## src/rtl/core/hsi_pkg.sv

```systemverilog
`default_nettype none
package hsi_pkg;

   localparam int ANG_BITS         = 24;
   localparam int CORDIC_STEPS     = 22;
   localparam int DIV_STEPS        = 8;
   localparam int HUE_BITS_DEFAULT = 12;
   localparam int XY_W             = 29;
   localparam int NUM_W            = 19;
   localparam int DEN_W            = 11;
   localparam int SUM_W            = 10;
   localparam logic [16:0] SQRT3_Q16 = 17'd113512;

   typedef struct packed {
      logic signed [XY_W-1:0] x;
      logic signed [XY_W-1:0] y;
      logic [ANG_BITS-1:0]    z;
      logic                   gray;
      logic                   dark;
      logic [NUM_W-1:0]       num;
      logic [DEN_W-1:0]       den;
      logic [DIV_STEPS-1:0]   quo;
      logic [7:0]             inten;
   } hsi_data_type;

   // atan(2^-i) in turns, 2^24 steps per turn
   function automatic logic [ANG_BITS-1:0] atan_turn(input int i);
      logic [ANG_BITS-1:0] a;
      case (i)
         0:  a = 24'd2097152;
         1:  a = 24'd1238021;
         2:  a = 24'd654136;
         3:  a = 24'd332050;
         4:  a = 24'd166669;
         5:  a = 24'd83416;
         6:  a = 24'd41718;
         7:  a = 24'd20860;
         8:  a = 24'd10430;
         9:  a = 24'd5215;
         10: a = 24'd2608;
         11: a = 24'd1304;
         12: a = 24'd652;
         13: a = 24'd326;
         14: a = 24'd163;
         15: a = 24'd81;
         16: a = 24'd41;
         17: a = 24'd20;
         18: a = 24'd10;
         19: a = 24'd5;
         20: a = 24'd3;
         21: a = 24'd1;
         default: a = '0;
      endcase
      return a;
   endfunction

endpackage
`default_nettype wire

```

## src/rtl/core/hsi_prep.sv

```systemverilog
`default_nettype none
module hsi_prep (
   input  wire logic                clock,
   input  wire logic [7:0]          blue,
   input  wire logic [7:0]          green,
   input  wire logic [7:0]          red,
   output hsi_pkg::hsi_data_type    d_out
);
   import hsi_pkg::*;

   hsi_data_type d_in, d_ff;
   logic [SUM_W-1:0]        sum;
   logic [7:0]              mn;
   logic [SUM_W-1:0]        spread;
   logic signed [10:0]      xd;
   logic signed [9:0]       yd;
   logic signed [XY_W-1:0]  x0, y0;
   logic [SUM_W+10:0]       inten_prod;

   always_comb begin
      sum = SUM_W'(blue) + SUM_W'(green) + SUM_W'(red);
      mn  = red;
      if (green < mn) mn = green;
      if (blue < mn) mn = blue;
      spread = sum - SUM_W'(3 * SUM_W'(mn));
      xd = 11'(signed'({3'b0, red}) * 2) - signed'({3'b0, green}) - signed'({3'b0, blue});
      yd = signed'({2'b0, green}) - signed'({2'b0, blue});
      x0 = XY_W'(xd) <<< 16;
      y0 = XY_W'(yd) * signed'({1'b0, SQRT3_Q16});
      // sum/3 by reciprocal, exact for sums up to 765
      inten_prod = (SUM_W+11)'(sum) * (SUM_W+11)'(683);

      d_in.gray  = (red == green) && (green == blue);
      d_in.dark  = (sum == '0);
      d_in.num   = NUM_W'(NUM_W'(spread) * NUM_W'(510)) + NUM_W'(sum);
      d_in.den   = {sum, 1'b0};
      d_in.quo   = '0;
      d_in.inten = inten_prod[18:11];
      if (xd < 0) begin
         d_in.x = -x0;
         d_in.y = -y0;
         d_in.z = ANG_BITS'(1) << (ANG_BITS - 1);
      end else begin
         d_in.x = x0;
         d_in.y = y0;
         d_in.z = '0;
      end
   end

   always_ff @(posedge clock) begin
      d_ff <= d_in;
   end

   assign d_out = d_ff;
endmodule
`default_nettype wire

```

## config.mk

```make
export PLATFORM = sky130hd
export DESIGN_NAME = hsi_prep
export DESIGN_NICKNAME = d
export VERILOG_FILES = /design/src/rtl/core/hsi_pkg.sv /design/src/rtl/core/hsi_prep.sv
export SDC_FILE = /design/constraint.sdc
export NUM_CORES = 1
export LEC_CHECK = 0
export ABC_AREA = 1
export BUFFER_PORTS_ARGS = -buffer_cell sky130_fd_sc_hd__buf_2
export CORE_MARGIN = 10
export CORE_UTILIZATION = 43
export CTS_BUF_LIST = sky130_fd_sc_hd__clkbuf_8
export CTS_CLUSTER_DIAMETER = 40
export DETAILED_ROUTE_END_ITERATION = 7
export SYNTH_ARGS = -nofsm -noshare
export SYNTH_HDL_FRONTEND = slang
export SYNTH_SLANG_ARGS = --single-unit
```

## constraint.sdc

```tcl
create_clock -name clock -period 17.1 [get_ports clock]
set_input_delay 1.71 -clock clock [delete_from_list [all_inputs] [get_ports clock]]
set_output_delay 1.71 -clock clock [all_outputs]
set_load 0.02 [all_outputs]
```

; After elaboration in Yosys (flattened, before gate mapping)
; Index checks and enable logic that the tools add are counted.
[totals]
register_bits = 121
in_bits = 25
[classes]
add_sub_neg = 9
multipliers = 4
order_cmp = 3
n_eq_ne = 2
n_mux = 3
reduce_logical = 2
[op_table]
columns = cell, count
row1 = 2-to-1 mux 82 bit, 1
row2 = negation 27 -> 29 bit, 2
row3 = "multiplier 9 x 15 -> 24 bit, second input constant", 1
row4 = adder 19 x 10 -> 19 bit, 1
row5 = "multiplier 10 x 10 -> 19 bit, second input constant", 1
row6 = "multiplier 10 x 8 -> 18 bit, second input constant", 1
row7 = equality test 8 bit, 2
row8 = < comparator 8 bit, 2
row9 = 2-to-1 mux 8 bit, 2
row10 = "< comparator 11 x 1 -> 1 bit, second input constant", 1
row11 = subtractor 10 x 9 -> 11 bit, 1
row12 = adder 9 x 8 -> 10 bit, 1
row13 = zero test 10 bit, 1
row14 = "multiplier 2 x 8 -> 10 bit, first input constant", 1
row15 = subtractor 10 bit, 1
row16 = subtractor 9 x 8 -> 10 bit, 1
row17 = adder 8 x 8 -> 9 bit, 1
row18 = subtractor 8 x 8 -> 9 bit, 1
row19 = logical AND 1 bit, 1

; Longest topological paths before layout
[logic_depth]
depth_word = 8
depth_mapped = 62
ltp_nobuf = 61

; Worst setup path before layout
; Ideal clock, no wire load.
[synth_path]
kind = input to register
from = input port red[7]
to = register d_ff (netlist bit d_out[45])
setup_ns = 0.113
arrival_time_ns = 10.539
required_time_ns = 16.987
slack_ns = 6.449
stages = 45
path_buffers = 2
cell_sequence = inv_1 > ha_1 > a21o_1 > nor2_2 > nand2_1 > clkbuf_1 > o21ai_0 > ha_1 > a21oi_1 > nor2_1 > a211oi_1 > nand2_2 > buf_2 > o21ai_0 > fa_1 > ha_1 > nand2_1 > o21ai_1 > [... 9 more ...] > fa_1 > inv_1 > ha_1 > a21oi_1 > a21boi_0 > xnor2_1 > ha_1 > nand2_1 > nor2_1 > nand2_1 > nand3_1 > a31oi_1 > nor2_1 > nand3_1 > nor2_1 > nand3_1 > nand2_1 > nand2_1
[synth_lines]
columns = element, line_no
row1 = "start, declared", hsi_prep.sv:6  ; input wire logic [7:0] red,
row2 = "end signal, assigned", hsi_prep.sv:51  ; d_ff <= d_in;
row3 = "end, declared", hsi_prep.sv:11  ; hsi_data_type d_in, d_ff;

==> summary.md <==
| Metric | Value |
|---|---|
| Status | `complete, no violations` |
| CTS tree | `done` |
| Max-cap violations | `0` |
| Cts hold-fix bufs | `0` |
| Root Driver | `clkbuf_8` |
| Number of clock sinks | `77` |
| PortBufs | `103` |
| Row Count | `61` |
| Gr busiest metal | `met2` |
| Fill count | `2828` |
| Final WL | `28700 um` |
| Arrival time of the worst setup path | `11.72 ns` |
| Min-delay src | `red[0]` |
| Worst path slowest cell | `a211oi_1` |
| Max reg flops | `77` |
| Required @ worst endpoint | `17.37 ns` |
| Die height | `188 um` |
| Share of layout cells above drive strength 1 | `9.14%` |
| Yosys cell types | `46` |
| Top cells by area, synth | `ha_1, fa_1, dfxtp_1, inv_1, nand2_1` |
| CP Max Fanout | `17` |
| Post-synth ARST share | `0%` |
| Netlist Area Pre-Place | `12200 sq um` |
| Tcrit/Tclk final | `67.0%` |
| CTS Buf Count | `9` |
| First-pass GRT wire length | `47600 um` |
| FF/Latch Area | `1540 sq um` |
| Synthesized instance count | `1515` |
| Final setup fails | `0` |
| Fin crit period | `11.45 ns` |
| Worst Setup End Kind | `flip-flop` |
| Post-CTS setup buffer count | `0` |
| Commonest non-fill, non-tap cell in the layout | `inv_1` |
| Fmax | `87.3 MHz` |
| Crit path largest cell delay | `0.56 ns` |
| Number of flops mapped to enable cells by yosys | `0` |
| Most frequent cells in the layout | `inv_1, nand2_1, ha_1` |
| Non-Filler Cell Area, Final | `13100 sq um` |
| Hold Path Class | `input port to flip-flop` |
| Multi-input logic area | `9240 sq um` |
| Worst-Margin Slew | `0.980 ns` |
| Cell accounting for the most synthesized area | `ha_1` |
| DRC Markers | `0` |
| Critical path class | `input port to flip-flop` |
| Per-cell routed wire length | `14.3 um` |
| Dpl cell area | `13000 sq um` |
| M1 GR Usage | `21.6%` |
| P&R area growth vs syn | `7.83%` |
| Die width | `188 um` |
| Core area | `27900 sq um` |
| Sequential share of the synthesized area | `12.7%` |
| Main flop type after synthesis | `dfxtp_1` |
| H-tree depth | `3` |
| Max-slew violations | `0` |
| Mean number of vias per cell | `4.69` |
| Initial Util | `43.7%` |
| Hold depth | `2` |
| GPL Wtd Cong | `0.881` |
| Reg clk slew, reported paths | `0.10 ns` |
| Slew headroom | `34.4%` |
| DR vias | `9426` |
| GR met3 Demand/Resource | `3.55%` |
| GRT Resource Usage Total | `16.2%` |
| Syn avg cell area | `8.04 sq um` |
| Grt total ovfl | `0` |
| Initial DRC count | `413` |
| Total die area | `35500 sq um` |
| RSZ-0062 raised after global routing | `false` |
| Io pins | `155` |
| Resize count post-CTS | `0` |
| First-pass DRT Iterations | `5` |
| Initial antenna violation count | `1` |
| Synth warn | `0` |
| Hold Crit Endpoint | `d_out[27]$_DFF_P_` |
| Final TNS setup | `0 ns` |
| CTS max path bufs | `2` |
| Synth top area share | `23.9%` |
| Nets | `1995` |
| Nature of the critical path startpoint | `input port` |
| Number of global-route vias before repair | `9616` |
| Met2 global-route usage | `26.2%` |
| Final core occ | `47.2%` |
| Placed wire-length estimate | `25300 um` |
| Antenna violation net count after detailed routing | `0` |
| Final hold vios | `0` |
| Largest net degree at the start of global routing | `28` |
| #FFs+latches synth | `77` |
[Yosys cell counts, types with 2 or more instances]
library cell and number:
nor2_1 70, nor3_1 14, ha_1 233, xor2_1 73, nand2_1 257, o21ai_2 4, inv_1 312, a21o_1 14
a21oi_1 78, dfxtp_1 77, fa_1 111, a31oi_1 5, nand4_1 8, and3_1 2, nor2_4 2, o31ai_1 2
o21bai_1 8, nand3b_1 7, nand3_2 2, nand2_2 5, o21ai_0 34, buf_4 53, a21boi_0 3, nand3_1 64
a21oi_2 2, o311ai_0 2, o21ai_1 7, or2_2 2, nor2_2 3, xnor2_1 41, buf_2 3, xor2_2 3
[critical path: cells and delay by family]
| family | cells | cell delay (ns) |
|---|---|---|
| xor gates and xnor gates | 3 | 0.84 |
| buffers and inverters | 7 | 0.58 |
| and+or+nand+nor | 15 | 2.02 |
| adders and majority gates | 10 | 4.09 |
| AOI/OAI and AO/OA | 9 | 2.44 |
[layer usage]
layer / part of all wire, % / wire length, um
met1: 49 / 14000
met2: 44 / 12700
met3: 5.6 / 1620
met4: 1.4 / 397
met5: 0 / 0
[kinds of logic after synthesis]
| kind of cell | Yosys count | synth area share (%) |
|---|---|---|
| adder cells (fa/ha/maj) | 344 | 42.2 |
| buffers and inverters | 371 | 13.2 |
| XOR/XNOR | 118 | 8.73 |
| other | 1 | 0.0308 |
| flip-flops | 77 | 12.7 |
| AND/OR/NAND/NOR | 441 | 15.5 |
| AO/OA/AOI/OAI | 163 | 7.73 |
[final cells by class]
| class | instances | area share, % |
|---|---|---|
| Clock buffer | 9 | 0.943 |
| Timing Repair Buffer | 105 | 4.04 |
| Sequential cell | 77 | 11.7 |
| Inverter | 313 | 8.94 |
| Clock inverter | 7 | 0.343 |
| Tap cell | 378 | 3.60 |
| Antenna cell | 1 | 0.0191 |
| Multi-Input combinational cell | 1120 | 70.4 |
[through the flow]
step                      hold slack [ns]  worst slack [ns]  instances
after floorplan                      1.97              6.45       1568
after global placement               2.13              5.66       1993
after detailed placement             2.13              5.33       1993
after CTS                            1.83              5.71       2009
after global routing                 1.85              4.51       2009
final                                1.84              5.65       2010
[worst max path at each step]
| stage | from | end | slack (ns) | cells after the start |
|---|---|---|---|---|
| after floorplan | red[7] | d_out[45]$_DFF_P_ | 6.45 | 45 |
| after global placement | green[1] | d_out[45]$_DFF_P_ | 5.66 | 46 |
| after detailed placement | red[7] | d_out[45]$_DFF_P_ | 5.33 | 44 |
| after CTS | green[1] | d_out[45]$_DFF_P_ | 5.71 | 46 |
| after global routing | red[7] | d_out[45]$_DFF_P_ | 4.51 | 44 |
| final | red[7] | d_out[45]$_DFF_P_ | 5.65 | 44 |
Power is left out: the tool's default activity adds up to more than one toggle a clock period on the data nets, which glitch-free logic cannot reach.
