===== src/rtl/core/hsi_pkg.sv =====
`default_nettype none
package hsi_pkg;

   localparam int ANG_BITS         = 24;
   localparam int CORDIC_STEPS     = 22;
   localparam int DIV_STEPS        = 8;
   localparam int HUE_BITS_DEFAULT = 12;
   localparam int XY_W             = 29;
   localparam int NUM_W            = 19;
   localparam int DEN_W            = 11;
   localparam int SUM_W            = 10;
   localparam logic [16:0] SQRT3_Q16 = 17'd113512;

   typedef struct packed {
      logic signed [XY_W-1:0] x;
      logic signed [XY_W-1:0] y;
      logic [ANG_BITS-1:0]    z;
      logic                   gray;
      logic                   dark;
      logic [NUM_W-1:0]       num;
      logic [DEN_W-1:0]       den;
      logic [DIV_STEPS-1:0]   quo;
      logic [7:0]             inten;
   } hsi_data_type;

   // atan(2^-i) in turns, 2^24 steps per turn
   function automatic logic [ANG_BITS-1:0] atan_turn(input int i);
      logic [ANG_BITS-1:0] a;
      case (i)
         0:  a = 24'd2097152;
         1:  a = 24'd1238021;
         2:  a = 24'd654136;
         3:  a = 24'd332050;
         4:  a = 24'd166669;
         5:  a = 24'd83416;
         6:  a = 24'd41718;
         7:  a = 24'd20860;
         8:  a = 24'd10430;
         9:  a = 24'd5215;
         10: a = 24'd2608;
         11: a = 24'd1304;
         12: a = 24'd652;
         13: a = 24'd326;
         14: a = 24'd163;
         15: a = 24'd81;
         16: a = 24'd41;
         17: a = 24'd20;
         18: a = 24'd10;
         19: a = 24'd5;
         20: a = 24'd3;
         21: a = 24'd1;
         default: a = '0;
      endcase
      return a;
   endfunction

endpackage
`default_nettype wire


===== src/rtl/core/hsi_cell.sv =====
`default_nettype none
module hsi_cell #(
   parameter int STEP = 0
) (
   input  wire logic                  clock,
   input  wire hsi_pkg::hsi_data_type d_in,
   output hsi_pkg::hsi_data_type      d_out
);
   import hsi_pkg::*;

   localparam int QB = (STEP < DIV_STEPS) ? DIV_STEPS - 1 - STEP : 0;

   hsi_data_type d_nx_in, d_ff;
   logic signed [XY_W-1:0] dx, dy;
   logic [NUM_W-1:0]       trial;

   always_comb begin
      d_nx_in = d_in;
      // shifts truncate toward zero
      dx = d_in.x[XY_W-1] ? -((-d_in.x) >>> STEP) : (d_in.x >>> STEP);
      dy = d_in.y[XY_W-1] ? -((-d_in.y) >>> STEP) : (d_in.y >>> STEP);
      if (!d_in.y[XY_W-1]) begin
         d_nx_in.x = d_in.x + dy;
         d_nx_in.y = d_in.y - dx;
         d_nx_in.z = d_in.z + atan_turn(STEP);
      end else begin
         d_nx_in.x = d_in.x - dy;
         d_nx_in.y = d_in.y + dx;
         d_nx_in.z = d_in.z - atan_turn(STEP);
      end
      // one restoring divide step for saturation in the first cells
      trial = NUM_W'(d_in.den) << QB;
      if (STEP < DIV_STEPS) begin
         if (d_in.num >= trial) begin
            d_nx_in.num     = d_in.num - trial;
            d_nx_in.quo[QB] = 1'b1;
         end
      end
   end

   always_ff @(posedge clock) begin
      d_ff <= d_nx_in;
   end

   assign d_out = d_ff;
endmodule
`default_nettype wire


===== config.mk =====
export PLATFORM = sky130hd
export DESIGN_NAME = hsi_cell
export DESIGN_NICKNAME = d
export VERILOG_FILES = /design/src/rtl/core/hsi_pkg.sv /design/src/rtl/core/hsi_cell.sv
export SDC_FILE = /design/constraint.sdc
export NUM_CORES = 1
export LEC_CHECK = 0
export BUFFER_PORTS_ARGS = -buffer_cell sky130_fd_sc_hd__buf_2
export CORE_AREA = 2 2 134 110
export DETAILED_ROUTE_END_ITERATION = 12
export DIE_AREA = 0 0 136 112
export PLACE_DENSITY = 0.9
export SYNTH_ARGS = -nofsm -noshare
export SYNTH_HDL_FRONTEND = slang
export SYNTH_SLANG_ARGS = --single-unit
export TNS_END_PERCENT = 20

===== constraint.sdc =====
create_clock -name clock -period 9.2 [get_ports clock]
set_clock_uncertainty 0.1 [all_clocks]
set_input_delay 0.46 -clock clock [delete_from_list [all_inputs] [get_ports clock]]
set_output_delay 0.46 -clock clock [all_outputs]
set_load 0.02 [all_outputs]

After elaboration in Yosys (flattened, before gate mapping)
Index checks and enable logic that the tools add are counted.
{"block": "word_totals", "regBits": 130, "latch_bits": 0, "ramBits": 0, "mem_bits_ro": 0, "inputBits": 131, "out_inout_bits": 130, "elab_cells": 26, "memories": 0}
{"block": "op_classes", "n_addsub": 11, "multipliers": 0, "div_mod_pow": 0, "magnitude_cmp": 1, "eq_ne": 0, "shifts": 0, "muxes": 4, "bitwise_logic": 0, "n_reduce_logical": 0}
{"operator": "$neg 29->29", "n": 4}
{"operator": "$mux 82", "n": 1}
{"operator": "$add 29x29->29", "n": 2}
{"operator": "$mux 29", "n": 2}
{"operator": "$sub 29x29->29", "n": 2}
{"operator": "$add 24x22->24 const B", "n": 1}
{"operator": "$sub 24x22->24 const B", "n": 1}
{"operator": "$ge 19x18->1", "n": 1}
{"operator": "$mux 19", "n": 1}
{"operator": "$sub 19x18->19", "n": 1}

Depth between registers and ports, before layout
Gate-level depths: netlist of the first run.
{"block": "depth", "word_depth": 5, "ltp_mapped": 18, "depth_no_buf": 17}

Worst setup path after synthesis of the first run
OpenSTA, ideal clock, no wires.
{"block": "synth_timing", "path_kind": "input port to flip-flop", "from": "in d_in[107] (netlist bit)", "to": "reg d_ff, in the netlist d_out[98]", "setup_time_ps": 72, "t_arrival_ps": 4073, "required_ps": 9028, "path_slack_ps": 4955, "path_stages": 13, "n_path_buf": 0, "path_cell_list": "or4_1 > or4_1 > nor4_2 > nor4b_2 > nor2_1 > xnor2_1 > ha_1 > and3_1 > a221o_1 > a31o_2 > a21o_1 > a221oi_1 > xnor2_1"}
{"element": "start: declaration", "line_no": "hsi_cell.sv:6", "text": "input wire hsi_pkg::hsi_data_type d_in,"}
{"element": "end signal: assignment", "line_no": "hsi_cell.sv:42", "text": "d_ff <= d_nx_in;"}
{"element": "end: declaration", "line_no": "hsi_cell.sv:13", "text": "hsi_data_type d_nx_in, d_ff;"}

==> results.json, run 1 <==
{
  "path_cells": "buf_2 > or4_1 > or4_1 > nor4_2 > nor4b_2 > nor2_1 > xnor2_1 > ha_1 > and3_1 > a221o_1 > a31o_2 > a21o_1 > a221oi_1 > xnor2_1",
  "die-area_um2": 15200,
  "root_buffer": "clkbuf_16",
  "synthSimpleGateAreaFrac_pct": 15.7,
  "cp-start-kind": "input port",
  "slew_viol_final": 0,
  "via_per_inst": 5.51,
  "finalSetupTns_ns": 0,
  "die_w_um": 136,
  "die_y_um": 112,
  "worst-path-buf-inv": 1,
  "coreArea_um2": 14000,
  "antenna_found_initial": 0,
  "max_freq_mhz": 226,
  "initial_core_util_pct": 53.8,
  "worstPathArrival_ns": 4.68,
  "outcome": "complete, no violations",
  "largest_reg_flops": 129,
  "p_per_area_nw_per_um2": 216,
  "port_buffers": 260,
  "syn-instance-count": 861,
  "io_pins": 261,
  "ir_worst_vdd_mv": 0.143,
  "post_drt_wl_per_cell_um": 16.1,
  "yosysTopAreaCellShare_pct": 34.4,
  "synth_most_common_cell": "dfxtp_1",
  "cts_hold_buf": 0,
  "cts_resized": 0,
  "drc_errors": 0,
  "drv_cap": 0,
  "synth.area.top_cells": "dfxtp_1 (34%), ha_1 (12%), xnor2_1 (7.7%)",
  "cts_setup_buffers": 0,
  "muxShareOfSynthArea_pct": 0.684,
  "worstMarginPinSlew_ns": 0.843,
  "synth_nets": 1070,
  "grt-ovfl-total": 0,
  "drt-initial-drc-count": 477,
  "wl_mm": 21.2,
  "cts_buffer_depth": 2,
  "fin_util_pct": 68.1,
  "rsz0062_at_grt": "false",
  "yosysWarnings": 0,
  "grtUsageTotal_pct": 27.5,
  "hold_class": "input port to flop",
  "cts_inserted_buffers": 17,
  "num_rows": 39,
  "synth_common_cells": "dfxtp_1 (129), a21oi_1 (91), ha_1 (74)",
  "synth_seq_cells": 129,
  "seq_area_frac_synth_pct": 34.4,
  "slowest_stage": "or4_1",
  "finalSetupViolations": 0,
  "hold_violations": 0,
  "antenna_cells": 0,
  "slowest_delay_ns": 0.58,
  "min_period_over_period_pct": 48.2,
  "ys_types": 62,
  "synth_area_leader_cell": "dfxtp_1",
  "fill_cells": 1095,
  "cts_tree": "done",
  "worst_slew_margin_rel_pct": 43.3,
  "yosys.area_share.adder_pct": 13.4,
  "clock-sinks": 129,
  "syn_area_um2": 7500,
  "synth_flop_cell": "dfxtp_1",
  "gp_congestion": 0.964,
  "clk_pin_slew_ns": 0.06,
  "endpoint_kind": "flop",
  "dp_hpwl_mm": 16.5,
  "cp_max_fo": 5,
  "path_delay_family": "simple AND/OR/NAND/NOR gates",
  "crit_type": "input port to flop",
  "period_minus_slack_ns": 4.43,
  "grt_pass1_vias": 6843,
  "htreeDepth": 4,
  "synth_top_family_by_area": "compound AO/OA/AOI/OAI gates",
  "crit_required_ns": 9.45,
  "vias": 7233,
  "synth-xor-area-share_pct": 12.7,
  "fin_nets": 1324,
  "firstDrtPassIters": 8,
  "syn_area_per_cell_um2": 8.71,
  "grt_max_degree": 49,
  "layout-drive-gt1-share_pct": 27.2,
  "leakage_uw": 0.00460,
  "grt_pass1_wl_mm": 33.3,
  "ant_nets": 0,
  "synth_compound_area_share_pct": 19.5,
  "synth_edf_count": 0,
  "synthArstFlopShare_pct": 0,
  "area_growth_pct": 26.6
}
[layout make-up]
type / instances / area [µm²] / share of cell area [%]
clock buffers: 17 / 425 / 4.48
inverters: 45 / 169 / 1.78
repair buffers: 261 / 1310 / 13.8
multi-input cells: 661 / 4650 / 48.9
flip-flops and latches: 129 / 2580 / 27.2
clock inverters: 15 / 138 / 1.45
well taps: 184 / 230 / 2.42
[metal layers]
metal  GRT usage (%)  vias to the layer above  wire length [µm]
met3            7.29                       48              1980
met4            10.2                        0               522
met2            43.6                      361              9570
met1            36.0                     3250              9120
met5               0                        -                 0
li1                -                     3574                 -
[path summary, 6_finish.rpt]
path | cells past startpoint | start | end | slack (ns)
worst max-delay path | 14 | d_in[107] | d_out[98] | 4.77
worst min-delay path | 1 | d_in[0] | d_out[0] | 0.04
[metrics by stage]
step	power [µW]	hold WS, ns	instance area, µm²	setup WS (ns)	instances
after floorplan	1180	0.388	7500	4.95	861
final	2050	0.0429	9500	4.77	1312
after global placement	1410	0.462	8940	4.53	1280
after detailed placement	1410	0.464	8940	4.41	1280
after CTS	2060	0.0304	9500	4.81	1312
after global routing	2170	0.0237	9500	4.49	1312
[power breakdown]
group	internal, µW	switching (µW)
Sequential	667	26.1
Clock	358	279
Combinational	271	454
[cell usage in the layout, fill, tap and decap left out, drive strengths merged, types with 4 or more instances in the layout]
cell type,instances
a21o,29
o21a,11
a21oi,91
ha,74
clkbuf,17
nor2b,7
a211o,4
o31ai,9
nor2,70
nor4,7
and3,6
nor3,23
or4,6
a31oi,11
nand3,16
nand2b,12
o21ai,45
fa,4
nand2,56
nand4,12
buf,261
or3,4
inv,56
a211oi,11
xor2,41
mux2i,4
xnor2,67
dfxtp,129
[cell families after synthesis]
kind of cell	count (synthesis)
AOI/OAI and AO/OA	238
and+or+nand+nor	232
buffers and inverters	71
adders and majority gates	78
DFF	129
xor gates and xnor gates	108
muxes	5
Note: power is estimated with default switching activity, not from simulation.
==> inputs of run 2 (changes only) <==
--- a/config.mk
+++ b/config.mk
@@ -6,10 +6,10 @@
 export NUM_CORES = 1
 export LEC_CHECK = 0
 export BUFFER_PORTS_ARGS = -buffer_cell sky130_fd_sc_hd__buf_2
-export CORE_AREA = 2 2 134 110
+export CORE_AREA = 2 2 139 114
 export DETAILED_ROUTE_END_ITERATION = 12
-export DIE_AREA = 0 0 136 112
-export PLACE_DENSITY = 0.9
+export DIE_AREA = 0 0 141 116
+export PLACE_DENSITY = 0.84
 export SYNTH_ARGS = -nofsm -noshare
 export SYNTH_HDL_FRONTEND = slang
 export SYNTH_SLANG_ARGS = --single-unit
==> constraint.sdc (replaced) <==
create_clock -name clock -period 4.2 [get_ports clock]
set_clock_uncertainty 0.1 [all_clocks]
set_input_delay 0.21 -clock clock [delete_from_list [all_inputs] [get_ports clock]]
set_output_delay 0.21 -clock clock [all_outputs]
set_load 0.02 [all_outputs]
==> run 2 against run 1 <==
Effect of this change: critical path depth up 1; sequential power up 120%; largest power group unchanged; combinational power up 130%; via count up 7.7%; flip-flop and latch count unchanged; global-route usage up 2.2 points; first-iteration DRC count up 11%; wire length up 15%; cell count up 7.0%.
==> results.json, run 2 (same netlist as run 1, synthesis figures left out) <==
{
  "outcome": "complete, no violations",
  "layout-drive-gt1-share_pct": 26.6,
  "wl_mm": 24.4,
  "grt-ovfl-total": 0,
  "drv_cap": 0,
  "path_cells": "buf_2 > or4_1 > or4_1 > nor4_2 > buf_4 > nor4b_2 > nor2_1 > xnor2_1 > ha_1 > and3_1 > a221o_1 > a31o_2 > a21o_1 > a221oi_1 > xnor2_1",
  "period_minus_slack_ns": 3.91,
  "cts_inserted_buffers": 17,
  "cts_hold_buf": 71,
  "num_rows": 40,
  "coreArea_um2": 14900,
  "ir_worst_vdd_mv": 0.321,
  "slew_viol_final": 0,
  "cts_resized": 0,
  "min_period_over_period_pct": 93.2,
  "wl_met1_mm": 10.1,
  "gp_congestion": 0.908,
  "drc_errors": 0,
  "whs_path_depth": 3,
  "clk_pin_slew_ns": 0.07,
  "slowest_delay_ns": 0.58,
  "cp-start-kind": "input port",
  "dp_hpwl_mm": 16.7,
  "grt_pass1_wl_mm": 38.4,
  "cts_setup_buffers": 0,
  "route.met2.wl_mm": 11.2,
  "die_y_um": 116,
  "holdWs_ns": 0.0179,
  "cts_buffer_depth": 2,
  "endpoint_kind": "flop",
  "port_buffers": 260,
  "dr_wl_met3_mm": 2.35,
  "fin_cells": 1404,
  "largest_reg_flops": 129,
  "grtUsageTotal_pct": 29.7,
  "p_switching_uw": 1770,
  "root_buffer": "clkbuf_16",
  "top_layer": "met5",
  "crit_required_ns": 4.47,
  "cp_max_fo": 5,
  "placed_area_um2": 9070,
  "die-area_um2": 16400,
  "cts_tree": "done",
  "worstPathArrival_ns": 4.18,
  "mostFrequentLayoutCells": "buf_2 (260), dfxtp_1 (129), a21oi_1 (91)",
  "holdPathEnd": "d_out[72]",
  "slowest_stage": "or4_1",
  "design_area_um2": 10400,
  "grt_max_degree": 41,
  "rsz0062_at_grt": "false",
  "hold_class": "input port to flop",
  "clkPwrFrac_pct": 33.3,
  "worst_slew_margin_rel_pct": 55.3,
  "worstMarginPinSlew_ns": 0.665,
  "seqPwrFrac_pct": 31.8,
  "crit_type": "input port to flop",
  "switching_share_pct": 36.9,
  "via_per_inst": 5.55,
  "antenna_found_initial": 1,
  "vias": 7787,
  "drt-initial-drc-count": 529,
  "setup.worst_path.start": "d_in[107]",
  "seq_area_um2": 2580,
  "layout_commonest_cell": "buf_2",
  "ant_nets": 0,
  "post-place-cells": 1301,
  "io_pins": 261,
  "multi_input_area_um2": 4650,
  "power_uw": 4800,
  "die_w_um": 141,
  "finalSetupViolations": 0,
  "antenna_cells": 0,
  "p_per_area_nw_per_um2": 461,
  "firstDrtPassIters": 6,
  "fill_cells": 1107,
  "power.internal_uw": 3030,
  "leakage_uw": 0.00501,
  "max_freq_mhz": 255,
  "area_growth_pct": 38.8,
  "initial_core_util_pct": 50.5,
  "hold_violations": 0,
  "post_drt_wl_per_cell_um": 17.4,
  "fin_nets": 1411,
  "worstHoldStart": "d_in[72]",
  "grt_pass1_vias": 7644,
  "clock-sinks": 129,
  "pwr-share-comb_pct": 34.9,
  "htreeDepth": 4
}
==> run 2: cell count changes in the layout (fill, tap and decap cells not counted) <==
cell | previous run | this run
dlygate4sd3_1 | 0 | 71
buf_4 | 1 | 17
inv_6 | 6 | 2
clkinv_8 | 0 | 3
bufinv_16 | 0 | 2
clkinvlp_4 | 2 | 0
inv_8 | 5 | 7
clkinv_2 | 1 | 0
==> run 2: worst max-delay path: cells and delay by family <==
family,cells,cell delay [ns]
xor+xnor,2,0.41
simple gates,6,1.84
fa+ha+maj,1,0.35
compound gates,4,1.09
buf+inv,2,0.27
==> run 2: worst max-delay path by stage <==
stage / slack (ns) / depth (start not counted) / endpoint
after floorplan: 0.20 / 13 / d_out[98]
after global placement: 0.06 / 15 / d_out[98]
after detailed placement: -0.08 / 15 / d_out[98]
after CTS: 0.32 / 15 / d_out[98]
after global routing: 0.13 / 15 / d_out[98]
final: 0.29 / 15 / d_out[98]
==> run 2: power by group through the flow <==
| stage | registers, µW | clock network (µW) | logic [µW] |
|---|---|---|---|
| 2_1_floorplan | 1850 | 0 | 738 |
| 4_1_cts | 1520 | 1610 | 1640 |
| 3_3_place_gp | 1540 | 0 | 1560 |
| 6_report | 1530 | 1600 | 1680 |
| 5_1_grt | 1540 | 1660 | 1810 |
| 3_5_place_dp | 1550 | 0 | 1570 |
==> run 2: metrics by stage <==
| stage | TNS, ns | setup slack [ns] | util, % |
|---|---|---|---|
| 6_report | 0 | 0.286 | 70.1 |
| 5_1_grt | 0 | 0.131 | 70.1 |
| 4_1_cts | 0 | 0.318 | 70.1 |
| 3_5_place_dp | -0.0812 | -0.0812 | 61.0 |
| 3_3_place_gp | 0 | 0.0616 | 61.0 |
| 2_1_floorplan | 0 | 0.205 | - |
==> run 2: layout make-up <==
| type | instances | share of cell area [%] |
|---|---|---|
| Multi-Input combinational cell | 661 | 44.6 |
| Timing Repair Buffer | 348 | 20.5 |
| Sequential cell | 129 | 24.8 |
| Clock inverter | 15 | 2.05 |
| Tap cell | 189 | 2.27 |
| Inverter | 45 | 1.62 |
| Clock buffer | 17 | 4.08 |
==> run 2: metal layers <==
layer	track usage, %	vias up
met5	0	-
met4	11.5	2
met3	6.98	78
met2	50.8	428
met1	36.8	3549
li1	-	3730
